### config.mk
export PLATFORM = sky130hd
export DESIGN_NAME = rgb_to_hsv_converter
export DESIGN_NICKNAME = d
export VERILOG_FILES = /design/src/sv/rhc_pkg.sv /design/src/sv/rhc_div_stage.sv /design/src/sv/rgb_to_hsv_converter.sv
export VERILOG_INCLUDE_DIRS = /design/src /design/src/sv
export SDC_FILE = /design/constraint.sdc
export NUM_CORES = 1
export LEC_CHECK = 0
export ABC_AREA = 1
export BUFFER_PORTS_ARGS = -buffer_cell sky130_fd_sc_hd__buf_4
export CORE_UTILIZATION = 61
export CTS_BUF_LIST = sky130_fd_sc_hd__clkbuf_16
export DETAILED_ROUTE_END_ITERATION = 7
export PLACE_DENSITY = 0.78
export SLEW_MARGIN = 20
export SYNTH_ARGS = -nofsm -noshare
export SYNTH_HDL_FRONTEND = slang
export SYNTH_SLANG_ARGS = --single-unit
### constraint.sdc
create_clock -name clk_i -period 10.2 [get_ports clk_i]
set_input_delay 0.51 -clock clk_i [delete_from_list [all_inputs] [get_ports clk_i]]
set_output_delay 0.51 -clock clk_i [all_outputs]
set_load 0.01 [all_outputs]
### src/sv/rgb_to_hsv_converter_assert.svh
// ----------------------------------------------------------------------------
// rgb to hsv converter assertion macros
// immediate-style wrappers for concurrent checks, compiled out under SYNTH
// ----------------------------------------------------------------------------
`ifndef RGB_TO_HSV_CONVERTER_ASSERT_SVH
`define RGB_TO_HSV_CONVERTER_ASSERT_SVH

`ifndef SYNTH

// same-cycle implication
`define RHC_ASSERT_IMPL(label, clk, rst_n, ante, cons) \
  label: assert property (@(posedge clk) disable iff (!rst_n) (ante) |-> (cons)) \
    else $error("rgb_to_hsv_converter: implication check failed");

// next-cycle implication
`define RHC_ASSERT_NEXT(label, clk, rst_n, ante, cons) \
  label: assert property (@(posedge clk) disable iff (!rst_n) (ante) |=> (cons)) \
    else $error("rgb_to_hsv_converter: next-cycle check failed");

`else

`define RHC_ASSERT_IMPL(label, clk, rst_n, ante, cons)
`define RHC_ASSERT_NEXT(label, clk, rst_n, ante, cons)

`endif

`endif

### src/sv/rhc_pkg.sv
// ----------------------------------------------------------------------------
// rhc_pkg
// shared types and constants of the rgb to hsv converter pipeline
// ----------------------------------------------------------------------------
`default_nettype none

package rhc_pkg;

  localparam int CHANNEL_BITS  = 8;
  localparam int HUE_FRAC_BITS = 6;
  localparam int HUE_BITS      = 15;

  localparam int CH_MAX     = (1 << CHANNEL_BITS) - 1;
  localparam int HUE_UNIT   = 60 * (1 << HUE_FRAC_BITS);
  localparam int HUE_CIRCLE = 6 * HUE_UNIT;

  // hue quotient is at most HUE_UNIT, saturation quotient at most CH_MAX
  localparam int HUE_QUO_BITS = $clog2(HUE_UNIT + 1);
  localparam int QUO_BITS     = (HUE_QUO_BITS > CHANNEL_BITS) ? HUE_QUO_BITS : CHANNEL_BITS;
  localparam int REM_BITS     = QUO_BITS + CHANNEL_BITS;
  localparam int HUE_CALC_BITS = $clog2(HUE_CIRCLE) + 2;

  typedef enum logic [1:0] {
    SECT_RED,
    SECT_GREEN,
    SECT_BLUE
  } sector_e;

  typedef struct packed {
    logic [CHANNEL_BITS-1:0] red;
    logic [CHANNEL_BITS-1:0] green;
    logic [CHANNEL_BITS-1:0] blue;
  } pixel_t;

  typedef struct packed {
    logic [HUE_BITS-1:0]     hue;
    logic [CHANNEL_BITS-1:0] saturation;
    logic [CHANNEL_BITS-1:0] value;
  } hsv_t;

  // one word of the shared divider pipeline
  typedef struct packed {
    logic [REM_BITS-1:0]     hue_rem;
    logic [REM_BITS-1:0]     sat_rem;
    logic [QUO_BITS-1:0]     hue_quo;
    logic [QUO_BITS-1:0]     sat_quo;
    logic [CHANNEL_BITS-1:0] delta;
    logic [CHANNEL_BITS-1:0] max_val;
    logic                    neg;
    logic                    grey;
    sector_e                 sector;
  } div_data_t;

endpackage

`default_nettype wire

### src/sv/rhc_div_stage.sv
// ----------------------------------------------------------------------------
// rhc_div_stage
// one restoring division step for hue and saturation, one register stage
// ----------------------------------------------------------------------------
`default_nettype none

module rhc_div_stage #(
  parameter int STEP_BIT = 0
) (
  input  wire logic               clk_i,
  input  wire logic               rst_ni,
  input  wire logic               in_valid_i,
  output logic                    in_ready_o,
  input  wire rhc_pkg::div_data_t in_data_i,
  output logic                    out_valid_o,
  input  wire logic               out_ready_i,
  output rhc_pkg::div_data_t      out_data_o
);

  logic                           valid_q;
  rhc_pkg::div_data_t             data_d, data_q;
  logic [rhc_pkg::REM_BITS-1:0]   hue_shift, sat_shift;

  always_comb begin
    hue_shift = rhc_pkg::REM_BITS'(in_data_i.delta) << STEP_BIT;
    sat_shift = rhc_pkg::REM_BITS'(in_data_i.max_val) << STEP_BIT;
    data_d = in_data_i;
    if (in_data_i.hue_rem >= hue_shift) begin
      data_d.hue_rem           = in_data_i.hue_rem - hue_shift;
      data_d.hue_quo[STEP_BIT] = 1'b1;
    end
    if (in_data_i.sat_rem >= sat_shift) begin
      data_d.sat_rem           = in_data_i.sat_rem - sat_shift;
      data_d.sat_quo[STEP_BIT] = 1'b1;
    end
  end

  assign in_ready_o = !valid_q || out_ready_i;

  always_ff @(posedge clk_i or negedge rst_ni) begin
    if (!rst_ni) begin
      valid_q <= 1'b0;
    end else if (in_ready_o) begin
      valid_q <= in_valid_i;
    end
  end

  always_ff @(posedge clk_i) begin
    if (in_valid_i && in_ready_o) begin
      data_q <= data_d;
    end
  end

  assign out_valid_o = valid_q;
  assign out_data_o  = data_q;

endmodule

`default_nettype wire

### src/sv/rgb_to_hsv_converter.sv
// ----------------------------------------------------------------------------
// rgb_to_hsv_converter
// pipelined rgb to hsv pixel conversion with a bit-per-stage divider
// ----------------------------------------------------------------------------
// a pixel passes the stage 1, stage 2, divider and output registers in order
// throughput: one pixel per cycle unless the output stalls, set by the fully
//   pipelined restoring divider, one quotient bit of hue and saturation per stage
// stalls ripple back stage by stage, empty stages fill while the output waits
// reset clears only the stage valid bits, payload registers are not reset
`default_nettype none

`include "rgb_to_hsv_converter_assert.svh"

module rgb_to_hsv_converter (
  input  wire logic            clk_i,
  input  wire logic            rst_ni,
  input  wire logic            in_valid_i,
  output logic                 in_ready_o,
  input  wire rhc_pkg::pixel_t in_data_i,
  output logic                 out_valid_o,
  input  wire logic            out_ready_i,
  output rhc_pkg::hsv_t        out_data_o
);

  localparam int CB = rhc_pkg::CHANNEL_BITS;
  localparam int QB = rhc_pkg::QUO_BITS;
  localparam int HC = rhc_pkg::HUE_CALC_BITS;

  // stage 1: max, min, sector and channel difference
  logic                    s1_valid_q, s1_ready;
  logic [CB-1:0]           s1_max_d, s1_max_q, s1_delta_d, s1_delta_q;
  logic signed [CB:0]      s1_diff_d, s1_diff_q;
  rhc_pkg::sector_e        s1_sector_d, s1_sector_q;
  logic [CB-1:0]           min_val;

  always_comb begin
    if (in_data_i.red >= in_data_i.green && in_data_i.red >= in_data_i.blue) begin
      s1_sector_d = rhc_pkg::SECT_RED;
      s1_max_d    = in_data_i.red;
      s1_diff_d   = $signed({1'b0, in_data_i.green}) - $signed({1'b0, in_data_i.blue});
    end else if (in_data_i.green >= in_data_i.blue) begin
      s1_sector_d = rhc_pkg::SECT_GREEN;
      s1_max_d    = in_data_i.green;
      s1_diff_d   = $signed({1'b0, in_data_i.blue}) - $signed({1'b0, in_data_i.red});
    end else begin
      s1_sector_d = rhc_pkg::SECT_BLUE;
      s1_max_d    = in_data_i.blue;
      s1_diff_d   = $signed({1'b0, in_data_i.red}) - $signed({1'b0, in_data_i.green});
    end
    min_val = in_data_i.red;
    if (in_data_i.green < min_val) begin
      min_val = in_data_i.green;
    end
    if (in_data_i.blue < min_val) begin
      min_val = in_data_i.blue;
    end
    s1_delta_d = s1_max_d - min_val;
  end

  // stage 2: dividends and divisors
  logic                    s2_valid_q, s2_ready;
  rhc_pkg::div_data_t      s2_data_d, s2_data_q;
  logic signed [CB:0]      abs_diff_ext;

  always_comb begin
    abs_diff_ext        = s1_diff_q[CB] ? -s1_diff_q : s1_diff_q;
    s2_data_d.hue_rem   = rhc_pkg::REM_BITS'(rhc_pkg::HUE_UNIT)
                        * rhc_pkg::REM_BITS'(abs_diff_ext[CB-1:0]);
    s2_data_d.sat_rem   = rhc_pkg::REM_BITS'(rhc_pkg::CH_MAX)
                        * rhc_pkg::REM_BITS'(s1_delta_q);
    s2_data_d.hue_quo   = '0;
    s2_data_d.sat_quo   = '0;
    s2_data_d.delta     = s1_delta_q;
    s2_data_d.max_val   = s1_max_q;
    s2_data_d.neg       = s1_diff_q[CB];
    s2_data_d.grey      = (s1_delta_q == '0);
    s2_data_d.sector    = s1_sector_q;
  end

  // divider pipeline, index 0 is the stage 2 register
  logic               div_valid [QB+1];
  logic               div_ready [QB+1];
  rhc_pkg::div_data_t div_data  [QB+1];

  assign div_valid[0] = s2_valid_q;
  assign div_data[0]  = s2_data_q;

  for (genvar k = 0; k < QB; k++) begin : g_div
    rhc_div_stage #(
      .STEP_BIT(QB - 1 - k)
    ) u_stage (
      .clk_i      (clk_i),
      .rst_ni     (rst_ni),
      .in_valid_i (div_valid[k]),
      .in_ready_o (div_ready[k]),
      .in_data_i  (div_data[k]),
      .out_valid_o(div_valid[k+1]),
      .out_ready_i(div_ready[k+1]),
      .out_data_o (div_data[k+1])
    );
  end

  // output stage: sign, sector offset and wrap
  logic               out_valid_q;
  rhc_pkg::hsv_t      out_data_d, out_data_q;
  rhc_pkg::div_data_t last;
  logic signed [HC-1:0] quo_s, offset_s, hue_s;

  assign last = div_data[QB];

  always_comb begin
    case (last.sector)
      rhc_pkg::SECT_RED:   offset_s = '0;
      rhc_pkg::SECT_GREEN: offset_s = HC'(2 * rhc_pkg::HUE_UNIT);
      rhc_pkg::SECT_BLUE:  offset_s = HC'(4 * rhc_pkg::HUE_UNIT);
      default:             offset_s = '0;
    endcase
    quo_s = HC'(last.hue_quo);
    hue_s = (last.neg ? -quo_s : quo_s) + offset_s;
    if (hue_s < 0) begin
      hue_s = hue_s + HC'(rhc_pkg::HUE_CIRCLE);
    end
    out_data_d.value = last.max_val;
    if (last.grey) begin
      out_data_d.hue        = '0;
      out_data_d.saturation = '0;
    end else begin
      out_data_d.hue        = hue_s[rhc_pkg::HUE_BITS-1:0];
      out_data_d.saturation = last.sat_quo[CB-1:0];
    end
  end

  // ready chain, each stage takes data when empty or when its successor moves
  assign div_ready[QB] = !out_valid_q || out_ready_i;
  assign s2_ready      = !s2_valid_q || div_ready[0];
  assign s1_ready      = !s1_valid_q || s2_ready;
  assign in_ready_o    = s1_ready;

  always_ff @(posedge clk_i or negedge rst_ni) begin
    if (!rst_ni) begin
      s1_valid_q  <= 1'b0;
      s2_valid_q  <= 1'b0;
      out_valid_q <= 1'b0;
    end else begin
      if (s1_ready) begin
        s1_valid_q <= in_valid_i;
      end
      if (s2_ready) begin
        s2_valid_q <= s1_valid_q;
      end
      if (div_ready[QB]) begin
        out_valid_q <= div_valid[QB];
      end
    end
  end

  always_ff @(posedge clk_i) begin
    if (in_valid_i && s1_ready) begin
      s1_max_q    <= s1_max_d;
      s1_delta_q  <= s1_delta_d;
      s1_diff_q   <= s1_diff_d;
      s1_sector_q <= s1_sector_d;
    end
    if (s1_valid_q && s2_ready) begin
      s2_data_q <= s2_data_d;
    end
    if (div_valid[QB] && div_ready[QB]) begin
      out_data_q <= out_data_d;
    end
  end

  assign out_valid_o = out_valid_q;
  assign out_data_o  = out_data_q;

  // zero saturation only comes from a grey pixel, which has zero hue
  `RHC_ASSERT_IMPL(a_grey_hue, clk_i, rst_ni,
    out_valid_o && out_data_o.saturation == '0, out_data_o.hue == '0)
  // wrapped hue stays inside one circle
  `RHC_ASSERT_IMPL(a_hue_range, clk_i, rst_ni,
    out_valid_o, 32'(out_data_o.hue) < 32'(rhc_pkg::HUE_CIRCLE))
  // hue quotient never exceeds one sector since the difference is bounded by delta
  `RHC_ASSERT_IMPL(a_quo_bound, clk_i, rst_ni,
    div_valid[QB] && !last.grey, 32'(last.hue_quo) <= 32'(rhc_pkg::HUE_UNIT))
  // a transaction leaving the divider lands in the output register
  `RHC_ASSERT_NEXT(a_out_load, clk_i, rst_ni,
    div_valid[QB] && div_ready[QB], out_valid_o)

endmodule

`default_nettype wire

# --- Word-level counts from Yosys, hierarchy flattened ---
# Cells that the tools add are included.
op_classes:
  n_addsub: 30
  mul: 2
  magnitude_cmp: 30
  n_eq_ne: 2
  mux: 33
  n_reduce_logical: 47
op_table:
  columns: ["cell", "count"]
  rows:
  - ["$mux 20", 21]
  - ["$ge 20x10->1", 2]
  - ["$ge 20x11->1", 2]
  - ["$ge 20x12->1", 2]
  - ["$ge 20x13->1", 2]
  - ["$ge 20x14->1", 2]
  - ["$ge 20x15->1", 2]
  - ["$ge 20x16->1", 2]
  - ["$ge 20x17->1", 2]
  - ["$ge 20x18->1", 2]
  - ["$ge 20x8->1", 2]
  - ["$ge 20x9->1", 2]
  - ["$mux 8", 5]
  - ["$sub 20x10->20", 2]
  - ["$sub 20x11->20", 2]
  - ["$sub 20x12->20", 2]
  - ["$sub 20x13->20", 2]
  - ["$sub 20x14->20", 2]
  - ["$sub 20x15->20", 2]
  - ["$sub 20x16->20", 2]
  - ["$sub 20x17->20", 2]
  - ["$sub 20x18->20", 2]
  - ["$sub 20x9->20", 2]
  - ["$pmux 14 s2", 1]
  - ["26 further kinds", 75]
totals:
  ff_bits: 907
  inputBits: 28

# --- Depth between registers and ports, before layout ---
logic_depth:
  ltp_word: 17
  depth_mapped: 37
  ltp_nobuf: 36

# --- By module ---
# A second synthesis with hierarchy kept.
unflattened:
  cells_unflattened: 6306
  hier_area_um2: 61215.0
modules_own_cells:
  columns: ["mod", "instances", "cells_per_inst", "area_each_um2", "seq_area_each_um2"]
  rows:
  - ["rgb_to_hsv_converter", 1, 854, 8408.1, 3228.1]
  - ["rhc_div_stage (g_div[11].u_stage)", 1, 544, 4941.0, 2547.4]
  - ["rhc_div_stage (g_div[10].u_stage)", 1, 518, 4683.2, 2547.4]
  - ["rhc_div_stage (g_div[9].u_stage)", 1, 489, 4615.7, 2547.4]
  - ["rhc_div_stage (g_div[8].u_stage)", 1, 466, 4476.8, 2547.4]
  - ["rhc_div_stage (g_div[7].u_stage)", 1, 467, 4446.8, 2547.4]
  - ["rhc_div_stage (g_div[6].u_stage)", 1, 458, 4376.7, 2547.4]
  - ["rhc_div_stage (g_div[5].u_stage)", 1, 454, 4352.9, 2547.4]
  - ["rhc_div_stage (g_div[2].u_stage)", 1, 422, 4325.4, 2547.4]
  - ["rhc_div_stage (g_div[4].u_stage)", 1, 444, 4286.6, 2547.4]
  - ["rhc_div_stage (g_div[3].u_stage)", 1, 433, 4255.3, 2547.4]
  - ["rhc_div_stage (g_div[1].u_stage)", 1, 385, 4058.9, 2547.4]
  - ["rhc_div_stage (g_div[0].u_stage)", 1, 372, 3987.6, 2547.4]

# --- Least setup slack after synthesis ---
# OpenSTA, ideal clock, no wires.
synth_path:
  path_type: "input to register"
  startpoint: "in in_data_i[15] (netlist bit)"
  endpoint: "reg s1_delta_q[7] (data pin)"
  setup_ns: 0.249
  t_arrival_ns: 4.394
  required_time_ns: 9.951
  slack_ns: 5.557
  stages: 31
  path_buffers: 2
  cell_sequence: "inv_1 > ha_1 > inv_1 > nor3_2 > nand4_1 > nand2_2 > clkbuf_1 > nand2_1 > o21ai_0 > ha_1 > a21oi_1 > nor2_1 > a211oi_1 > nand2_4 > buf_6 > o21ai_2 > ha_1 > a21oi_1 > nand2_1 > nand2_1 > nand2_1 > a21oi_1 > o21ai_0 > a21oi_1 > inv_1 > nand2_1 > nand2_1 > inv_1 > nand3_1 > nand2_1 > inv_1"
synth_between:
  elab_chain_len: 5
  word_cells_on_any_way: 10
synth_rtl:
  columns: ["item", "line_no", "text"]
  rows:
  - ["start, declared", "rgb_to_hsv_converter.sv:19", "input wire rhc_pkg::pixel_t in_data_i,"]
  - ["$lt 8x8->1", "rgb_to_hsv_converter.sv:51", "if (in_data_i.green < min_val) begin"]
  - ["$mux 8", "rgb_to_hsv_converter.sv:51", null]
  - ["$lt 8x8->1", "rgb_to_hsv_converter.sv:54", "if (in_data_i.blue < min_val) begin"]
  - ["$mux 8", "rgb_to_hsv_converter.sv:54", null]
  - ["$sub 8x8->8 (*)", "rgb_to_hsv_converter.sv:57", "s1_delta_d = s1_max_d - min_val;"]
  - ["named net s1_delta_d[7]", "rgb_to_hsv_converter.sv:31", "logic [CB-1:0] s1_max_d, s1_max_q, s1_delta_d, s1_delta_q;"]
  - ["end signal, assigned", "rgb_to_hsv_converter.sv:160", "s1_delta_q <= s1_delta_d;"]
  - ["end, declared", "rgb_to_hsv_converter.sv:31", null]
# The timed path passes the listed nets; every way through them passes the cells marked *.
# A chain may end at the register's enable or synchronous reset.

==> metrics <==
die area=~72,000 um2; Post-synth ARST share=0.0180; Post-synth EDFFs=820; WL per Instance=about 15 um; Port Buf Inserts=60; fmax=between 200 and 250 MHz; Overflow after GRT=0; post-synth top area cell=edfxtp_1; mapped cell area=43,300 um2; Synthesis Warnings=0; Die Ht=~270 um; post-synth top area share=0.568; io pins=61; Hold Startpoint=in_valid_i; Critical Path AT=about 5.1 ns; hold endpoint=s1_valid_q$_DFFE_PN0N_; hold depth=3; Multi-input gate area=~16,000 um2; GPL Wtd Cong=a little under 0.9; ys flop type=edfxtp_1; most common cell after layout, fill and taps aside=edfxtp_1; Sink Count=835; # nets final=about 4,400; CP Capture Type=flop; crit path max fanout=7; Synth area leaders=edfxtp_1 (57%), ha_1 (8.3%), inv_1 (5.4%), nand2_1 (4.7%), xor2_1 (3.4%); # rows=a little under 100; dpl hpwl=~56 mm; family with the most delay on the worst path=adder cells; syn nets=about 4,300; Final Max Slew Viols=0; Inserted Diodes=0; final hold viol count=0; first-pass GRT wire length=~120 mm; TritonCTS clock tree=done; dpl cells=between 4,000 and 5,000; Antenna Violating Nets Remaining=0; initial antenna violation count=0; Vias per Instance=5.31; setup TNS=0 ns; WL final=~75 mm; max cap viols=0; CP Class=reg2reg; largest net degree at the start of global routing=between 70 and 80; RSZ-0062 raised after global routing=false; Post-Layout Cell Count=around 5,000; slowest CP cell=fa_1; reg2reg end=div_data[1067]$_DFFE_PP_; First-pass DRT Iterations=5; final worst-path cycle share=0.465; Gate Count Post-Synth=just under 4,000; cts bufs inserted=86; fillers=4,918; Setup violations, final=0; Clock Pin Slew Worst Setup and Hold Paths=about 0.06 ns; P&R area growth vs syn=9.87%; most frequent cells in the layout=edfxtp_1 (820), inv_1 (639), nand2_1 (544); syn avg cell area=11.1 um2; Min Hold Slack=0.0719 ns; CTS resizes=0; required time worst endpoint=between 10 and 15 ns; Core Area=around 70,000 um2; Synth Register Bits=about 840; Worst path most repeated cell=fa_1; CP Cell Sequence=fa_1, inv_1, fa_1, inv_1, fa_1, fa_1, ha_1, a21oi_1, o21ai_0, a21oi_1, nor2_1, o21ai_0, nand2_1, a21oi_1, nor2_1, nor2_1, xor2_1; share of post-route cells with drive strength above 1=0.0714; number of global-route vias before repair=roughly 27,000; worst rel slew slack=0.279; clk_lat worst skew=0.64 ns; DP Area=about 45,000 um2; GRT Total Usage=0.215; Critical Path Max Stage Delay=about 0.68 ns; Hold Crit Class=in2reg; H-tree depth=3; crit start category=flop; reg2reg start=s1_delta_q[5]$_DFFE_PP_; flop2flop setup slack=roughly 5.5 ns; DR vias=26,797; Die Wd=about 270 um; Starting DRT DRC Count=around 1,500; Longest Clk Path Bufs=3; R2R depth=17; clock skew=~0.020 ns; FF/Latch Area=25,000 um2; min cycle time layout=between 4 and 5 ns; Initial Utilization=0.618; synth unique cells=61; root buffer cell=clkbuf_16; post-synthesis sequential area ratio=0.577; Buf+Inv Stages, Crit Path=2; Remaining DRCs=0; Least-Margin Pin Slew=1.08 ns; result of the run=completed; post-route cell area=47,600 um2
worst max-delay path by stage:
stage,from,end,slack [ns],depth (start not counted)
final,s1_delta_q[5]$_DFFE_PP_,div_data[1067]$_DFFE_PP_,5.46,17
after global routing,s1_delta_q[5]$_DFFE_PP_,div_data[1067]$_DFFE_PP_,5.13,17
after floorplan,in_data_i[15],s1_delta_q[7]$_DFFE_PP_,5.56,31
after detailed placement,in_data_i[13],s1_delta_q[7]$_DFFE_PP_,4.87,31
after global placement,in_data_i[13],s1_delta_q[7]$_DFFE_PP_,4.85,31
after CTS,s1_delta_q[5]$_DFFE_PP_,div_data[1067]$_DFFE_PP_,5.45,17
registers in the layout, indices dropped and copies added (netlist names):
name / count
g_div.u_stage.out_data_o: 715
div_data: 47
out_data_o: 31
g_div.u_stage.out_valid_o: 12
s1_diff_q: 9
s1_delta_q: 8
s1_max_q: 8
s1_sector_q: 2
out_valid_o: 1
s1_valid_q: 1
s2_valid_q: 1
synthesized netlist by cell type (33+ instances only):
library cell / count
nand4_1: 36
xnor2_1: 88
nor4_1: 33
edfxtp_1: 820
inv_1: 621
nand2_1: 544
nor3_1: 67
fa_1: 64
o21ai_0: 240
xor2_1: 166
ha_1: 289
nor2_1: 303
a21oi_1: 238
nand3_1: 101
routing by layer:
layer	GRT usage	share of wire	wire (um)
met3	0.0304	0.033	2490
met2	0.424	0.55	41000
met5	0	0	0
met4	0.0986	0.039	2900
met1	0.222	0.38	28700
cell type report:
type	instances	share of cell area
Sequential cell	835	0.525
Timing Repair Buffer	76	0.0120
Inverter	632	0.0499
Tap cell	940	0.0247
Clock buffer	87	0.0457
Multi-Input combinational cell	2403	0.333
Clock inverter	69	0.00954
cells by family after synthesis:
| group | Yosys count | share of synthesized area |
|---|---|---|
| buffers and inverters | 664 | 0.0585 |
| flip-flops | 835 | 0.577 |
| adder cells (fa/ha/maj) | 353 | 0.113 |
| AO/OA/AOI/OAI | 625 | 0.0809 |
| XOR/XNOR | 254 | 0.0513 |
| AND/OR/NAND/NOR | 1171 | 0.119 |
metrics by stage:
stage / setup WS (ns) / util
floorplan: 5.56 / -
global placement: 4.85 / 0.641
detailed placement: 4.87 / 0.641
CTS: 5.45 / 0.679
global route: 5.13 / 0.679
finish: 5.46 / 0.679
worst min-delay path, cell delays in order:
cell,delay (ns)
buf_4,0.08
nand2_2,0.04
nand2_1,0.05
what timing repair did:
action                    in CTS  in global routing
buffers inserted               0                  0
hold endpoints to repair      15                  0
hold buffers                   1                  0
Power is not shown: default switching activity piles up to over one toggle a cycle in this logic, so the estimate is an artifact.
